==> src/design/dmm_pkg.sv <==
// dmm_pkg: shared constants, command codes, queue entry and status types
// for the dense matrix multiply block. No dependencies.
`default_nettype none
package dmm_pkg;

  localparam int MAX_SIZE = 64;
  localparam int MAX_COLS = 8;

  localparam int ROW_W   = (MAX_SIZE > 1) ? $clog2(MAX_SIZE) : 1;
  localparam int COL_W   = (MAX_COLS > 1) ? $clog2(MAX_COLS) : 1;
  localparam int N_W     = ROW_W + 1;
  localparam int IDX_W   = 6;
  localparam int OCOL_W  = 3;
  localparam int SIZE_W  = 7;
  localparam int COLS_W  = 4;
  localparam int VAL_W   = 32;
  localparam int PROD_W  = 2 * VAL_W;
  localparam int FRAC_W  = 16;
  localparam int ACC_W   = PROD_W + ROW_W + 1;
  localparam int RND_W   = ACC_W - FRAC_W;

  localparam int MAT_AW  = 2 * ROW_W;
  localparam int OPD_AW  = ROW_W + COL_W;

  localparam int QUEUE_DEPTH = 4;
  localparam int QPTR_W      = $clog2(QUEUE_DEPTH);
  localparam int QCNT_W      = QPTR_W + 1;

  localparam int APB_AW = 3;
  localparam int APB_DW = 32;

  localparam logic REG_SIZE = 1'b0;
  localparam logic REG_COLS = 1'b1;

  typedef enum logic [1:0] {
    CMD_LOAD_MAT = 2'd0,
    CMD_LOAD_OPD = 2'd1,
    CMD_COMPUTE  = 2'd2,
    CMD_UNUSED   = 2'd3
  } cmd_t;

  typedef enum logic [1:0] {
    B_IDLE  = 2'd0,
    B_MAC   = 2'd1,
    B_ROUND = 2'd2,
    B_EMIT  = 2'd3
  } back_state_t;

  typedef struct packed {
    cmd_t              op;
    logic [IDX_W-1:0]  row;
    logic [IDX_W-1:0]  col;
    logic [VAL_W-1:0]  value;
    logic [N_W-1:0]    n;
  } q_entry_t;

  typedef struct packed {
    logic full;
    logic empty;
  } q_status_t;

endpackage
`default_nettype wire

==> src/design/dmm_queue.sv <==
// dmm_queue: short request queue between front and back.
// Depends on dmm_pkg.
`default_nettype none
module dmm_queue import dmm_pkg::*; (
  input  wire logic      clk,
  input  wire logic      rst_n,
  input  wire logic      push,
  input  wire q_entry_t  wdata,
  input  wire logic      pop,
  output q_entry_t       head,
  output q_status_t      status
);

  q_entry_t          slot_r [QUEUE_DEPTH];
  logic [QPTR_W-1:0] wr_ptr_r;
  logic [QPTR_W-1:0] rd_ptr_r;
  logic [QCNT_W-1:0] count_r;

  assign status.full  = (count_r == QCNT_W'(QUEUE_DEPTH));
  assign status.empty = (count_r == '0);
  assign head         = slot_r[rd_ptr_r];

  always_ff @(posedge clk) begin
    if (!rst_n) begin
      wr_ptr_r <= '0;
      rd_ptr_r <= '0;
      count_r  <= '0;
    end else begin
      if (push) wr_ptr_r <= wr_ptr_r + 1'b1;
      if (pop)  rd_ptr_r <= rd_ptr_r + 1'b1;
      if (push && !pop)      count_r <= count_r + 1'b1;
      else if (pop && !push) count_r <= count_r - 1'b1;
    end
  end

  always_ff @(posedge clk) begin
    if (push) slot_r[wr_ptr_r] <= wdata;
  end

  a_no_push_full: assert property (@(posedge clk) disable iff (!rst_n)
    push |-> !status.full) else $error("push into full queue");
  a_no_pop_empty: assert property (@(posedge clk) disable iff (!rst_n)
    pop |-> !status.empty) else $error("pop from empty queue");
  a_count_bound: assert property (@(posedge clk) disable iff (!rst_n)
    count_r <= QCNT_W'(QUEUE_DEPTH)) else $error("queue count overflow");

endmodule
`default_nettype wire

==> config.mk <==
export PLATFORM = sky130hd
export DESIGN_NAME = dmm_queue
export DESIGN_NICKNAME = d
export VERILOG_FILES = /design/src/design/dmm_pkg.sv /design/src/design/dmm_queue.sv
export SDC_FILE = /design/constraint.sdc
export NUM_CORES = 1
export LEC_CHECK = 0
export BUFFER_PORTS_ARGS = -buffer_cell sky130_fd_sc_hd__buf_4
export CAP_MARGIN = 30
export CORE_UTILIZATION = 50
export CTS_BUF_LIST = sky130_fd_sc_hd__clkbuf_4 sky130_fd_sc_hd__clkbuf_8 sky130_fd_sc_hd__clkbuf_16
export DETAILED_ROUTE_END_ITERATION = 6
export PLACE_DENSITY = 0.74
export SYNTH_ARGS = -nofsm -noshare
export SYNTH_HDL_FRONTEND = slang
export SYNTH_SLANG_ARGS = --single-unit
==> constraint.sdc <==
create_clock -name clk -period 2.8 [get_ports clk]
set_input_delay 0.14 -clock clk [delete_from_list [all_inputs] [get_ports clk]]
set_output_delay 0.14 -clock clk [all_outputs]
set_load 0.02 [all_outputs]
==> flow_metrics.env <==
export IMPL_drv_cap=0
export IMPL_synthCells=320
export IMPL_clk_path_buf_depth=3
export IMPL_cp_end_kind="output pin"
export IMPL_diodes=0
export IMPL_drc=0
export IMPL_wl_per_cell_um=20.4
export IMPL_grt_usage_pct=18.2
export IMPL_drt_first_pass_iters=4
export IMPL_cts_buffers=22
export IMPL_grt_overflow=0
export IMPL_power_switching_uw=1660
export IMPL_layout_common_cells="edfxtp_1 (212), buf_4 (116), dlygate4sd3_1 (55)"
export IMPL_hold_path_class="in2reg"
export IMPL_portBuffers=111
export IMPL_slew_violations=0
export IMPL_start_kind="flop"
export IMPL_yosys_area_top_type="edfxtp_1"
export IMPL_worstPathArrival_ps=2210
export IMPL_synth_seq_cells=221
export IMPL_core_sq_um=15900
export IMPL_switching_share_pct=21.9
export IMPL_initial_utilization_pct=51.3
export IMPL_vias=3850
export IMPL_yosysWarnings=0
export IMPL_ios=112
export IMPL_seq_power_share_pct=51.1
export IMPL_hpwl_um=8550
export IMPL_globalRouteMet2Util_pct=30.5
export IMPL_top_usage_layer="met2"
export IMPL_netlist_area_sq_um=8160
export IMPL_die_w_um=130
export IMPL_grt_pass1_vias=4054
export IMPL_power_total_uw=7580
export IMPL_postLayoutCoreUtil_pct=66.0
export IMPL_gp_congestion=0.706
export IMPL_finalNetCount=570
export IMPL_grt_first_pass_wirelength_um=22300
export IMPL_p_int_uw=5920
export IMPL_rows=46
export IMPL_clk_pin_slew_ps=60
export IMPL_drive_above_1_share_pct=40.4
export IMPL_clkPwrFrac_pct=36.5
export IMPL_critPathMaxFanout=24
export IMPL_use_met1_pct=25.2
export IMPL_grt_max_degree=45
export IMPL_avgSynthCellArea_sq_um=25.5
export IMPL_fin_crit_sh_pct=84.0
export IMPL_grt_antenna_before_repair=0
export IMPL_finalSetupViolCount=0
export IMPL_p_comb_share_pct=12.5
export IMPL_fin_skew_ps=6.16
export IMPL_finalCriticalPeriod_ps=2350
export IMPL_required_ps=2660
export IMPL_wl_um=15000
export IMPL_grtUsageMet3_pct=3.24
export IMPL_drt_initial_drc_count=344
export IMPL_path_class="reg2out"
export IMPL_cts_tree="built"
export IMPL_status="complete, no violations"
export IMPL_peakVddDrop_v=0.000508
export IMPL_synth_nets=383
export IMPL_finalHoldViolations=0
export IMPL_dieArea_sq_um=16800
export IMPL_stdcell_count=738
export IMPL_mostFrequentLayoutCell="edfxtp_1"
export IMPL_tightestPinTransition_ps=576
export IMPL_leakage_uw=0.00363
export IMPL_area_growth_pct=28.6
export IMPL_drtAntennaViolNets=0
export IMPL_cts_max_level=1
export IMPL_die_h_um=130
export IMPL_cts_sinks=221
export IMPL_synth_cell_types=22
export IMPL_viasPerCell=5.22
export IMPL_root_buffer="clkbuf_16"
export IMPL_nFillCells=1056
export IMPL_synth_area_leaders="edfxtp_1 (78%), mux4_2 (14%), dfxtp_1 (2.2%)"
export IMPL_yosysSeqAreaShare_pct=80.3
export IMPL_cts_setup_buffers=0
export IMPL_rsz0062_at_grt="false"
export IMPL_yosysTopAreaCellShare_pct=78.0
export IMPL_insertion_delay_ps=490
export IMPL_power_density_nw_per_um2=723
export IMPL_place_inst=644
export IMPL_fmax_mhz=425
export IMPL_slew_headroom_pct=61.6
export IMPL_fin_tns_setup_ps=0
-- timing repair --
action                                 in CTS  in global routing
hold buffers                               55                  0
gates resized for setup                     0                  0
endpoints found under the hold margin     221                  0
-- stage by stage --
stage | hold slack [ps] | setup WS (ps) | area [sq um]
floorplan | 239 | 584 | 8160
global placement | 339 | 876 | 9250
detailed placement | 344 | 899 | 9250
CTS | 24.8 | 376 | 10500
global route | 59.5 | 308 | 10500
finish | 38.3 | 449 | 10500
-- final timing paths --
| path | from | end | slack, ps | cells past startpoint |
|---|---|---|---|---|
| max | flop | head[41] | 450 | 3 |
| max reg2reg | wr_ptr_r[0] | slot_r[2][34] | 1040 | 4 |
| min | push | wr_ptr_r[1] | 40 | 3 |
| min reg2reg | count_r[2] | count_r[2] | 540 | 2 |
-- routing by layer --
layer	routed length (um)	up-vias
li1	-	1725
met1	6390	1985
met2	7570	124
met3	850	16
met4	212	0
met5	0	-
-- cells in the mapped netlist --
cell type  count
buf_6          1
mux4_1         3
dfxtp_1        9
ha_1           5
edfxtp_1     212
buf_2          5
and2_1         9
a21boi_0       1
xor2_1         3
or3_1          1
xnor2_1        2
inv_1          4
mux4_2        50
nor3b_1        1
nand2_1        1
mux2i_1        2
clkbuf_1       1
fa_1           1
buf_12         5
o21ai_0        1
nor3_1         1
nor2b_1        2
-- logic make-up after synthesis --
kind of cell	synth area share, %
DFF	80.3
AOI/OAI and AO/OA	0.153
adders and majority gates	1.01
buffers and inverters	1.90
xor gates and xnor gates	0.537
muxes	15.0
and+or+nand+nor	1.12
-- flip-flops by register name (all words and copies together), names as in the netlist, named ones only --
name,count
wr_ptr_r,2
slot_r,212
rd_ptr_r,2
count_r,3
-- power by group through the flow --
stage / logic (uW) / clock network [uW] / registers [uW]
2_1_floorplan: 552 / 0 / 3900
3_3_place_gp: 873 / 0 / 3930
3_5_place_dp: 889 / 0 / 3940
4_1_cts: 957 / 2820 / 3870
5_1_grt: 1000 / 2940 / 3890
6_report: 947 / 2760 / 3870
-- area by class of cell --
class / instances / area [sq um] / area share, %
multi-input combinational: 83 / 1460 / 13.9
inverter: 4 / 15.0 / 0.143
clock buffer: 29 / 621 / 5.92
tap: 216 / 270 / 2.58
timing repair buffer: 175 / 1500 / 14.3
sequential: 221 / 6550 / 62.4
clock inverter: 10 / 72.6 / 0.692
-- worst max-delay path, stage by stage, from the launching register on --
cell and delay [ps]:
dfxtp_4 660, buf_12 280, mux4_2 580, buf_4 190
(Power assumes the default switching activity.)
