[config.mk]
export PLATFORM = sky130hd
export DESIGN_NAME = dmm_front
export DESIGN_NICKNAME = d
export VERILOG_FILES = /design/src/design/dmm_pkg.sv /design/src/design/dmm_front.sv
export SDC_FILE = /design/constraint.sdc
export NUM_CORES = 1
export LEC_CHECK = 0
export ABC_AREA = 1
export BUFFER_PORTS_ARGS = -buffer_cell sky130_fd_sc_hd__buf_2
export CAP_MARGIN = 15
export CORE_UTILIZATION = 25
export CTS_CLUSTER_SIZE = 14
export DETAILED_ROUTE_END_ITERATION = 8
export PLACE_DENSITY = 0.77
export SYNTH_ARGS = -nofsm -noshare
export SYNTH_HDL_FRONTEND = slang
export SYNTH_SLANG_ARGS = --single-unit
export TNS_END_PERCENT = 5
[constraint.sdc]
create_clock -name clk -period 1.5 [get_ports clk]
set_input_delay 0.075 -clock clk [delete_from_list [all_inputs] [get_ports clk]]
set_output_delay 0.075 -clock clk [all_outputs]
set_load 0.1 [all_outputs]
[src/design/dmm_pkg.sv]
// dmm_pkg: shared constants, command codes, queue entry and status types
// for the dense matrix multiply block. No dependencies.
`default_nettype none
package dmm_pkg;

  localparam int MAX_SIZE = 64;
  localparam int MAX_COLS = 8;

  localparam int ROW_W   = (MAX_SIZE > 1) ? $clog2(MAX_SIZE) : 1;
  localparam int COL_W   = (MAX_COLS > 1) ? $clog2(MAX_COLS) : 1;
  localparam int N_W     = ROW_W + 1;
  localparam int IDX_W   = 6;
  localparam int OCOL_W  = 3;
  localparam int SIZE_W  = 7;
  localparam int COLS_W  = 4;
  localparam int VAL_W   = 32;
  localparam int PROD_W  = 2 * VAL_W;
  localparam int FRAC_W  = 16;
  localparam int ACC_W   = PROD_W + ROW_W + 1;
  localparam int RND_W   = ACC_W - FRAC_W;

  localparam int MAT_AW  = 2 * ROW_W;
  localparam int OPD_AW  = ROW_W + COL_W;

  localparam int QUEUE_DEPTH = 4;
  localparam int QPTR_W      = $clog2(QUEUE_DEPTH);
  localparam int QCNT_W      = QPTR_W + 1;

  localparam int APB_AW = 3;
  localparam int APB_DW = 32;

  localparam logic REG_SIZE = 1'b0;
  localparam logic REG_COLS = 1'b1;

  typedef enum logic [1:0] {
    CMD_LOAD_MAT = 2'd0,
    CMD_LOAD_OPD = 2'd1,
    CMD_COMPUTE  = 2'd2,
    CMD_UNUSED   = 2'd3
  } cmd_t;

  typedef enum logic [1:0] {
    B_IDLE  = 2'd0,
    B_MAC   = 2'd1,
    B_ROUND = 2'd2,
    B_EMIT  = 2'd3
  } back_state_t;

  typedef struct packed {
    cmd_t              op;
    logic [IDX_W-1:0]  row;
    logic [IDX_W-1:0]  col;
    logic [VAL_W-1:0]  value;
    logic [N_W-1:0]    n;
  } q_entry_t;

  typedef struct packed {
    logic full;
    logic empty;
  } q_status_t;

endpackage
`default_nettype wire

[src/design/dmm_front.sv]
// dmm_front: configuration registers, request acceptance and classification.
// Depends on dmm_pkg; feeds dmm_queue.
`default_nettype none
module dmm_front import dmm_pkg::*; (
  input  wire logic              clk,
  input  wire logic              rst_n,
  input  wire logic              psel,
  input  wire logic              penable,
  input  wire logic              pwrite,
  input  wire logic [APB_AW-1:0] paddr,
  input  wire logic [APB_DW-1:0] pwdata,
  output logic      [APB_DW-1:0] prdata,
  output logic                   pready,
  input  wire logic              in_valid,
  output logic                   in_stall,
  input  wire logic [1:0]        in_cmd,
  input  wire logic [IDX_W-1:0]  in_row_index,
  input  wire logic [IDX_W-1:0]  in_col_index,
  input  wire logic [VAL_W-1:0]  in_entry_value,
  input  wire q_status_t         q_status,
  output logic                   q_push,
  output q_entry_t               q_wdata
);

  logic [SIZE_W-1:0] size_r;
  logic [COLS_W-1:0] cols_r;
  logic              cfg_we;
  logic [31:0]       n_eff;
  logic [31:0]       w_eff;
  logic [31:0]       row_ext;
  logic [31:0]       col_ext;
  logic              keep;
  cmd_t              cmd;

  assign pready = 1'b1;
  assign cfg_we = psel && penable && pwrite;

  always_ff @(posedge clk) begin
    if (!rst_n) begin
      size_r <= SIZE_W'(64);
      cols_r <= COLS_W'(8);
    end else if (cfg_we) begin
      unique case (paddr[2])
        REG_SIZE: size_r <= pwdata[SIZE_W-1:0];
        REG_COLS: cols_r <= pwdata[COLS_W-1:0];
        default:  ;
      endcase
    end
  end

  always_comb begin
    unique case (paddr[2])
      REG_SIZE: prdata = APB_DW'(size_r);
      REG_COLS: prdata = APB_DW'(cols_r);
      default:  prdata = '0;
    endcase
  end

  assign cmd     = cmd_t'(in_cmd);
  assign row_ext = 32'(in_row_index);
  assign col_ext = 32'(in_col_index);
  assign n_eff   = (32'(size_r) > 32'(MAX_SIZE)) ? 32'(MAX_SIZE) : 32'(size_r);
  assign w_eff   = (32'(cols_r) > 32'(MAX_COLS)) ? 32'(MAX_COLS) : 32'(cols_r);

  always_comb begin
    unique case (cmd)
      CMD_LOAD_MAT: keep = (row_ext < 32'(MAX_SIZE)) && (col_ext < 32'(MAX_SIZE));
      CMD_LOAD_OPD: keep = (row_ext < 32'(MAX_SIZE)) && (col_ext < 32'(MAX_COLS));
      CMD_COMPUTE:  keep = (row_ext < n_eff) && (col_ext < w_eff);
      default:      keep = 1'b0;
    endcase
  end

  assign in_stall      = q_status.full;
  assign q_push        = in_valid && !in_stall && keep;
  assign q_wdata.op    = cmd;
  assign q_wdata.row   = in_row_index;
  assign q_wdata.col   = in_col_index;
  assign q_wdata.value = in_entry_value;
  assign q_wdata.n     = N_W'(n_eff);

endmodule
`default_nettype wire

==> results.txt, run 1 <==
Crit. End Element = output port
Reg clk slew, reported paths = 0.05 ns
Sinks on Clock Net = 11
row cnt = 26
1st-iter DRT viols = 20
Hold WC Path Type = primary input to flop
kind of critical path = flop to output port
Avg Cell Area, Syn = 6.68 sq um
reg2reg start = size_r[6]
met2 Usage GRT = 15.0%
Synth area leader = buf_4
max-slew violation count = 0
Post-synth top cells = 73 x buf_4, 25 x nand2_1, 23 x inv_1
Worst EP required = 1.42 ns
post-synthesis compound-gate area fraction = 11.5%
run status = finished with violations
vias in the first global route = 976
Max-Cap Viols = 0
DIE HEIGHT = 75.1 microns
final hold violations = 0
crit path max fanout = 5
Post-synth ARST share = 0%
CTS root buffer = clkbuf_8
capturing point of the worst reg2reg path = size_r[6]
gr ovfl total = 0
Layout Nets = 321
die area = 5640 sq um
Startpoint Class = flop
cells on worst reg2reg path = 3
fmax = 425 MHz
CTS tree = done
Seq cells post-synth = 11
Cell variety after synth = 20
number of synthesized flops with an enable pin = 0
WHS = 0.0547 ns
RSZ-0062 raised after global routing = true
port bufs = 58
adder-cell area share of the yosys netlist = 7.49%
Leak Pwr = 0.000798 uW
worst hold endpoint = size_r[6]
most frequently used flop master after synthesis = dfxtp_1
Initial Util = 26.0%
Hold Path Cell Cnt = 3
final worst-path cycle share = 157%
initial antenna violation count = 0
# DRC = 0
mux share of post-synthesis cell area = 0%
antenna-violating nets left = 0
grt met1 use = 10.9%
largest family of logic cells by synthesized area = buffers and inverters
crit path DAT = 2.28 ns
wire per inst = 8.99 microns
dpl hpwl = 2.34 mm
Top Ports = 177
number of endpoints failing setup at the final stage = 1
gr usage total = 9.51%
layer with the highest usage = met2
most frequent cell after synthesis = buf_4
hold wc startpoint = pwdata[6]
synthesized area = 1340 sq um
post-synth top area share = 41.0%
fin util = 30.2%
H-tree Lvls = 1
Yosys Warn Count = 0
vias per cell = 3.78
maximum VDD drop = 0.221 mV
failing checks = negative setup slack
first-pass GRT wire length = 4.01 mm
total iterations of the first detailed-routing run = 4
xor/xnor share of the synthesized area = 0%
share of cells above drive strength 1 = 36.8%
Clock Skew = 0 ns
Pwr per Cell Area = 898 nW/um^2
Core Region = 5140 sq um
cells after synthesis = 200
ant diodes = 0
largest cells by area after synthesis = buf_4 41%, dfxtp_1 16%, ha_1 7.5%, nand2_1 7.0%, inv_1 6.5%
drt total wl = 2.63 mm
Tmin final = 2.35 ns
cts hold-fix bufs = 0
Post-Synth Simple-Gate Area = 14.8%
via count = 1109
worst setup margin = -0.853 ns
Die W = 75.1 microns
sequential share of the synthesized area = 16.5%
CTS Buf Count = 3
area grow syn2layout = 16.0%
largest net degree at the start of global routing = 14
FF-to-FF setup slack = 0.73 ns
gp weighted congestion = 0.773
Clock Path Buffers = 2
Global Route met3 Usage = 3.21%
Worst-Skew Late Latency = 0.23 ns
-- flip-flops by register name, summed over array words and instances (netlist names) --
register  cells
size_r        7
cols_r        4
-- timing repair --
| action | 4_1_cts | 5_1_grt |
|---|---|---|
| buffers inserted | 0 | 0 |
| endpoints found under the setup margin | 1 | 9 |
| gates resized for setup | 0 | 3 |
-- layout by cell type, fill, tap and decap left out, drive strengths merged --
cell	synthesis	final
nor2	21	21
nand4	2	2
conb	2	26
nand2	25	25
o21ai	16	16
dfxtp	11	11
o21a	1	1
a21oi	11	11
ha	8	8
nor3	1	1
clkbuf	1	6
inv	24	24
buf	74	69
nand3	1	1
a21o	1	1
-- critical path: stages, from the launching register on --
cell and delay, ns:
dfxtp_1 0.30, nor2_1 0.10, nand4_1 0.09, nand2_1 0.06
inv_1 0.17, nor2_4 0.14, inv_1 0.06, ha_1 0.28
a21oi_1 0.16, nand2_1 0.07, nand2_1 0.05, nand2_1 0.05
nor2_1 0.09, nand2_1 0.09, a21oi_4 0.15, buf_12 0.19
-- logic make-up (layout without fill, tap and decap cells) --
logic type | Yosys count | in the layout
buf+inv | 100 | 99
simple gates | 50 | 50
compound gates | 29 | 29
flops | 11 | 11
other cells | 2 | 26
fa+ha+maj | 8 | 8
-- metrics by stage --
step | worst slack [ns] | area [sq um] | instances | power, uW | setup TNS [ns]
floorplan | -1.21 | 1470 | 224 | 1450 | -6.32
global placement | -0.567 | 1500 | 289 | 1110 | -0.567
detailed placement | -0.642 | 1500 | 289 | 1110 | -0.642
CTS | -0.900 | 1550 | 293 | 1410 | -0.900
global route | -1.06 | 1550 | 293 | 1460 | -1.39
finish | -0.853 | 1550 | 293 | 1390 | -0.853
-- power by group --
part | switching (uW) | leakage, uW | internal, uW | total [uW]
sequential | 5.29 | 0.0000895 | 304 | 309
combinational | 665 | 0.000686 | 132 | 797
clock | 99.7 | 0.0000228 | 186 | 285
total | 770 | 0.000798 | 621 | 1390
-- worst max path at each step --
stage / startpoint / endpoint / slack, ns
3_3_place_gp: size_r[4] / q_push / -0.57
4_1_cts: size_r[4] / q_push / -0.90
2_1_floorplan: size_r[1] / q_push / -1.21
6_report: size_r[4] / q_push / -0.85
3_5_place_dp: size_r[4] / q_push / -0.64
5_1_grt: size_r[4] / q_push / -1.06
-- metal layers --
layer	vias to the layer above	routed length, microns
li1	562	-
met3	14	313
met5	-	0
met2	62	1180
met4	0	55
met1	471	1090
-- cell type report --
cell class                 instances  area (sq um)
inverter                          24          90.1
clock buffer                       4          45.0
fill                             591          3590
tap                               70          87.6
sequential                        11           220
timing repair buffer              71           513
multi-input combinational        113           594
(Power assumes the default switching activity.)
==> run 2: changes to the inputs <==
- CORE_ASPECT_RATIO: unset -> 0.8
==> run 2 against run 1 <==
  * The flow still finishes with violations (negative setup slack)
  * Fmax rose by 3.1%
  * Non-clock buffer count up 2
  * Sequential power about the same
  * Register-to-register slack got worse by 0.04 ns
  * Largest power group unchanged
  * Highest routed layer unchanged
==> results.txt, run 2 (synthesized netlist as in run 1, its figures left out) <==
sequential share of power = 21.5% (-0.7 points)
share of cells above drive strength 1 = 42.2% (+5.5 points)
Top Ports = 177 (unchanged)
Initial Util = 26.4% (+0.39 points)
max-slew violation count = 0 (unchanged)
Design Area, Final = 1640 sq um (+5.5%)
Startpoint Class = flop
Worst-Skew Late Latency = 0.24 ns (about the same)
number of endpoints failing setup at the final stage = 2 (+1)
Reg clk slew, reported paths = 0.05 ns (about the same)
run status = finished with violations
Post-Layout Cell Count = 287 (-2.0%)
largest net degree at the start of global routing = 14 (unchanged)
DP Cell Count = 282 (-2.4%)
H-tree Lvls = 1 (unchanged)
row cnt = 23 (-12%)
capturing point of the worst reg2reg path = size_r[2]
Clock Skew = 0 ns (unchanged)
antenna-violating nets left = 0 (unchanged)
first-pass GRT wire length = 4.31 mm (+7.4%)
Placed Instance Area = 1510 sq um (+0.83%)
cells on worst reg2reg path = 3 (unchanged)
CP startpoint = size_r[3]
# DRC = 0 (unchanged)
CTS root buffer = clkbuf_8
DIE HEIGHT = 67.4 microns (-10%)
area grow syn2layout = 22.4%
# fillers = 557 (-5.8%)
vias in the first global route = 972 (-0.41%)
crit path DAT = 2.21 ns (-0.07 ns)
gr usage total = 9.85% (+0.34 points)
RSZ-0062 raised after global routing = true
final hold violations = 0 (unchanged)
CTS Buf Count = 3 (unchanged)
failing checks = negative setup slack
Reg with most FFs = size_r
final worst-path cycle share = 152% (-4.8 points)
Hold WC Path Type = primary input to flop
Worst Setup EP = q_push
via count = 1107 (-0.18%)
Tmin final = 2.28 ns (-0.0715 ns)
commonest cells after routing, fill and taps aside = 48 x buf_2, 26 x conb_1, 25 x nand2_1, 20 x inv_1, 15 x o21ai_0
fmax = 438 MHz (+3.1%)
gr ovfl total = 0 (unchanged)
Leak Pwr = 0.000821 uW (+2.8%)
wire per inst = 10.1 microns (+13%)
port bufs = 58 (unchanged)
switching share of power = 55.2% (-0.16 points)
Pwr per Cell Area = 880 nW/um^2 (-1.9%)
worst setup margin = -0.782 ns (+0.0715 ns)
FF-to-FF setup slack = 0.69 ns (-0.04 ns)
Pint = 645 uW (+3.8%)
kind of critical path = flop to output port
total iterations of the first detailed-routing run = 4 (unchanged)
Layout Nets = 323 (+0.62%)
1st-iter DRT viols = 16 (-20%)
Die W = 83.7 microns (+11%)
Crit. End Element = output port
Worst EP required = 1.42 ns (about the same)
Max-Cap Viols = 0 (unchanged)
ant diodes = 0 (unchanged)
clock power share = 20.4% (about the same)
maximum VDD drop = 0.257 mV (+16%)
CTS tree = done
drt total wl = 2.90 mm (+10%)
initial antenna violation count = 0 (unchanged)
Clock Path Buffers = 2 (unchanged)
dpl hpwl = 2.52 mm (+7.7%)
reg2reg start = size_r[2]
gp weighted congestion = 0.770 (-0.41%)
most common cell after layout, fill and taps aside = buf_2
vias per cell = 3.86 (+1.9%)
Comb pwr share = 58.1% (+0.8 points)
crit path max fanout = 5 (unchanged)
biggest regs = size_r x7, cols_r x4
switching power = 795 uW (+3.2%)
pre-CTS WS = -0.643 ns (-0.00107 ns)
Sinks on Clock Net = 11 (unchanged)
max FFs per register = 7 (unchanged)
fin util = 32.3% (+2.1 points)
setup TNS = -0.894 ns (-0.0413 ns)
Core Region = 5060 sq um (-1.5%)
die area = 5640 sq um (about the same)
[run 2: cell types whose count changed in the layout (fill, tap and decap cells not counted), sizes merged]
cell,previous run,this run
clkbuf,6,5
buf,69,72
[run 2: power groups by stage]
stage / sequential, uW / combinational, uW / clock, uW
5_1_grt: 310 / 874 / 319
3_5_place_dp: 315 / 809 / 0
2_1_floorplan: 314 / 1140 / 0
3_3_place_gp: 314 / 802 / 0
4_1_cts: 309 / 811 / 305
6_report: 309 / 836 / 294
[run 2: worst min-delay path by stage]
stage / start / endpoint / slack, ns / cells after the start
6_report: pwdata[6] / size_r[6] / 0.05 / 3
5_1_grt: pwdata[6] / size_r[6] / 0.08 / 3
4_1_cts: pwdata[6] / size_r[6] / 0.05 / 3
3_5_place_dp: in_entry_value[4] / q_wdata[11] / 0.15 / 0
3_3_place_gp: in_entry_value[4] / q_wdata[11] / 0.15 / 0
2_1_floorplan: pwdata[3] / cols_r[3] / 0.20 / 2
[run 2: layer usage]
layer	GRT usage (%)	wire length, microns	vias up
li1	-	-	566
met1	11.1	1240	481
met4	4.66	34	0
met2	16.8	1390	56
met5	0	0	-
met3	3.79	248	4
[run 2: worst max-delay path, stage by stage, from the launching register on]
cell and delay (ns):
dfxtp_2 0.32, nor2_2 0.10, nand4_1 0.09, nand2_1 0.12
inv_4 0.08, buf_6 0.12, nor2_4 0.10, inv_2 0.05
ha_4 0.15, a21oi_2 0.10, o21a_1 0.12, nand2_1 0.05
nor2_1 0.10, nand2_1 0.10, a21oi_4 0.18, buf_12 0.19
[run 2: what timing repair did]
action,CTS,global route
cloned,0,0
hold buffers,0,0
pin swaps,0,11
resized for setup,1,15
buffers inserted,0,1
endpoints found under the setup margin,3,4
[run 2: cell type report]
class	instances	area [sq um]	share of cell area (%)
multi-input cells	113	654	40.0
repair buffers	73	544	33.3
flip-flops and latches	11	221	13.5
inverters	24	92.6	5.66
well taps	62	77.6	4.74
clock buffers	4	45.0	2.75
[run 2: stage by stage]
step	total power (uW)	hold WS, ns
6_report	1440	0.0533
5_1_grt	1500	0.0773
4_1_cts	1420	0.0519
3_5_place_dp	1120	0.151
3_3_place_gp	1120	0.151
2_1_floorplan	1450	0.198
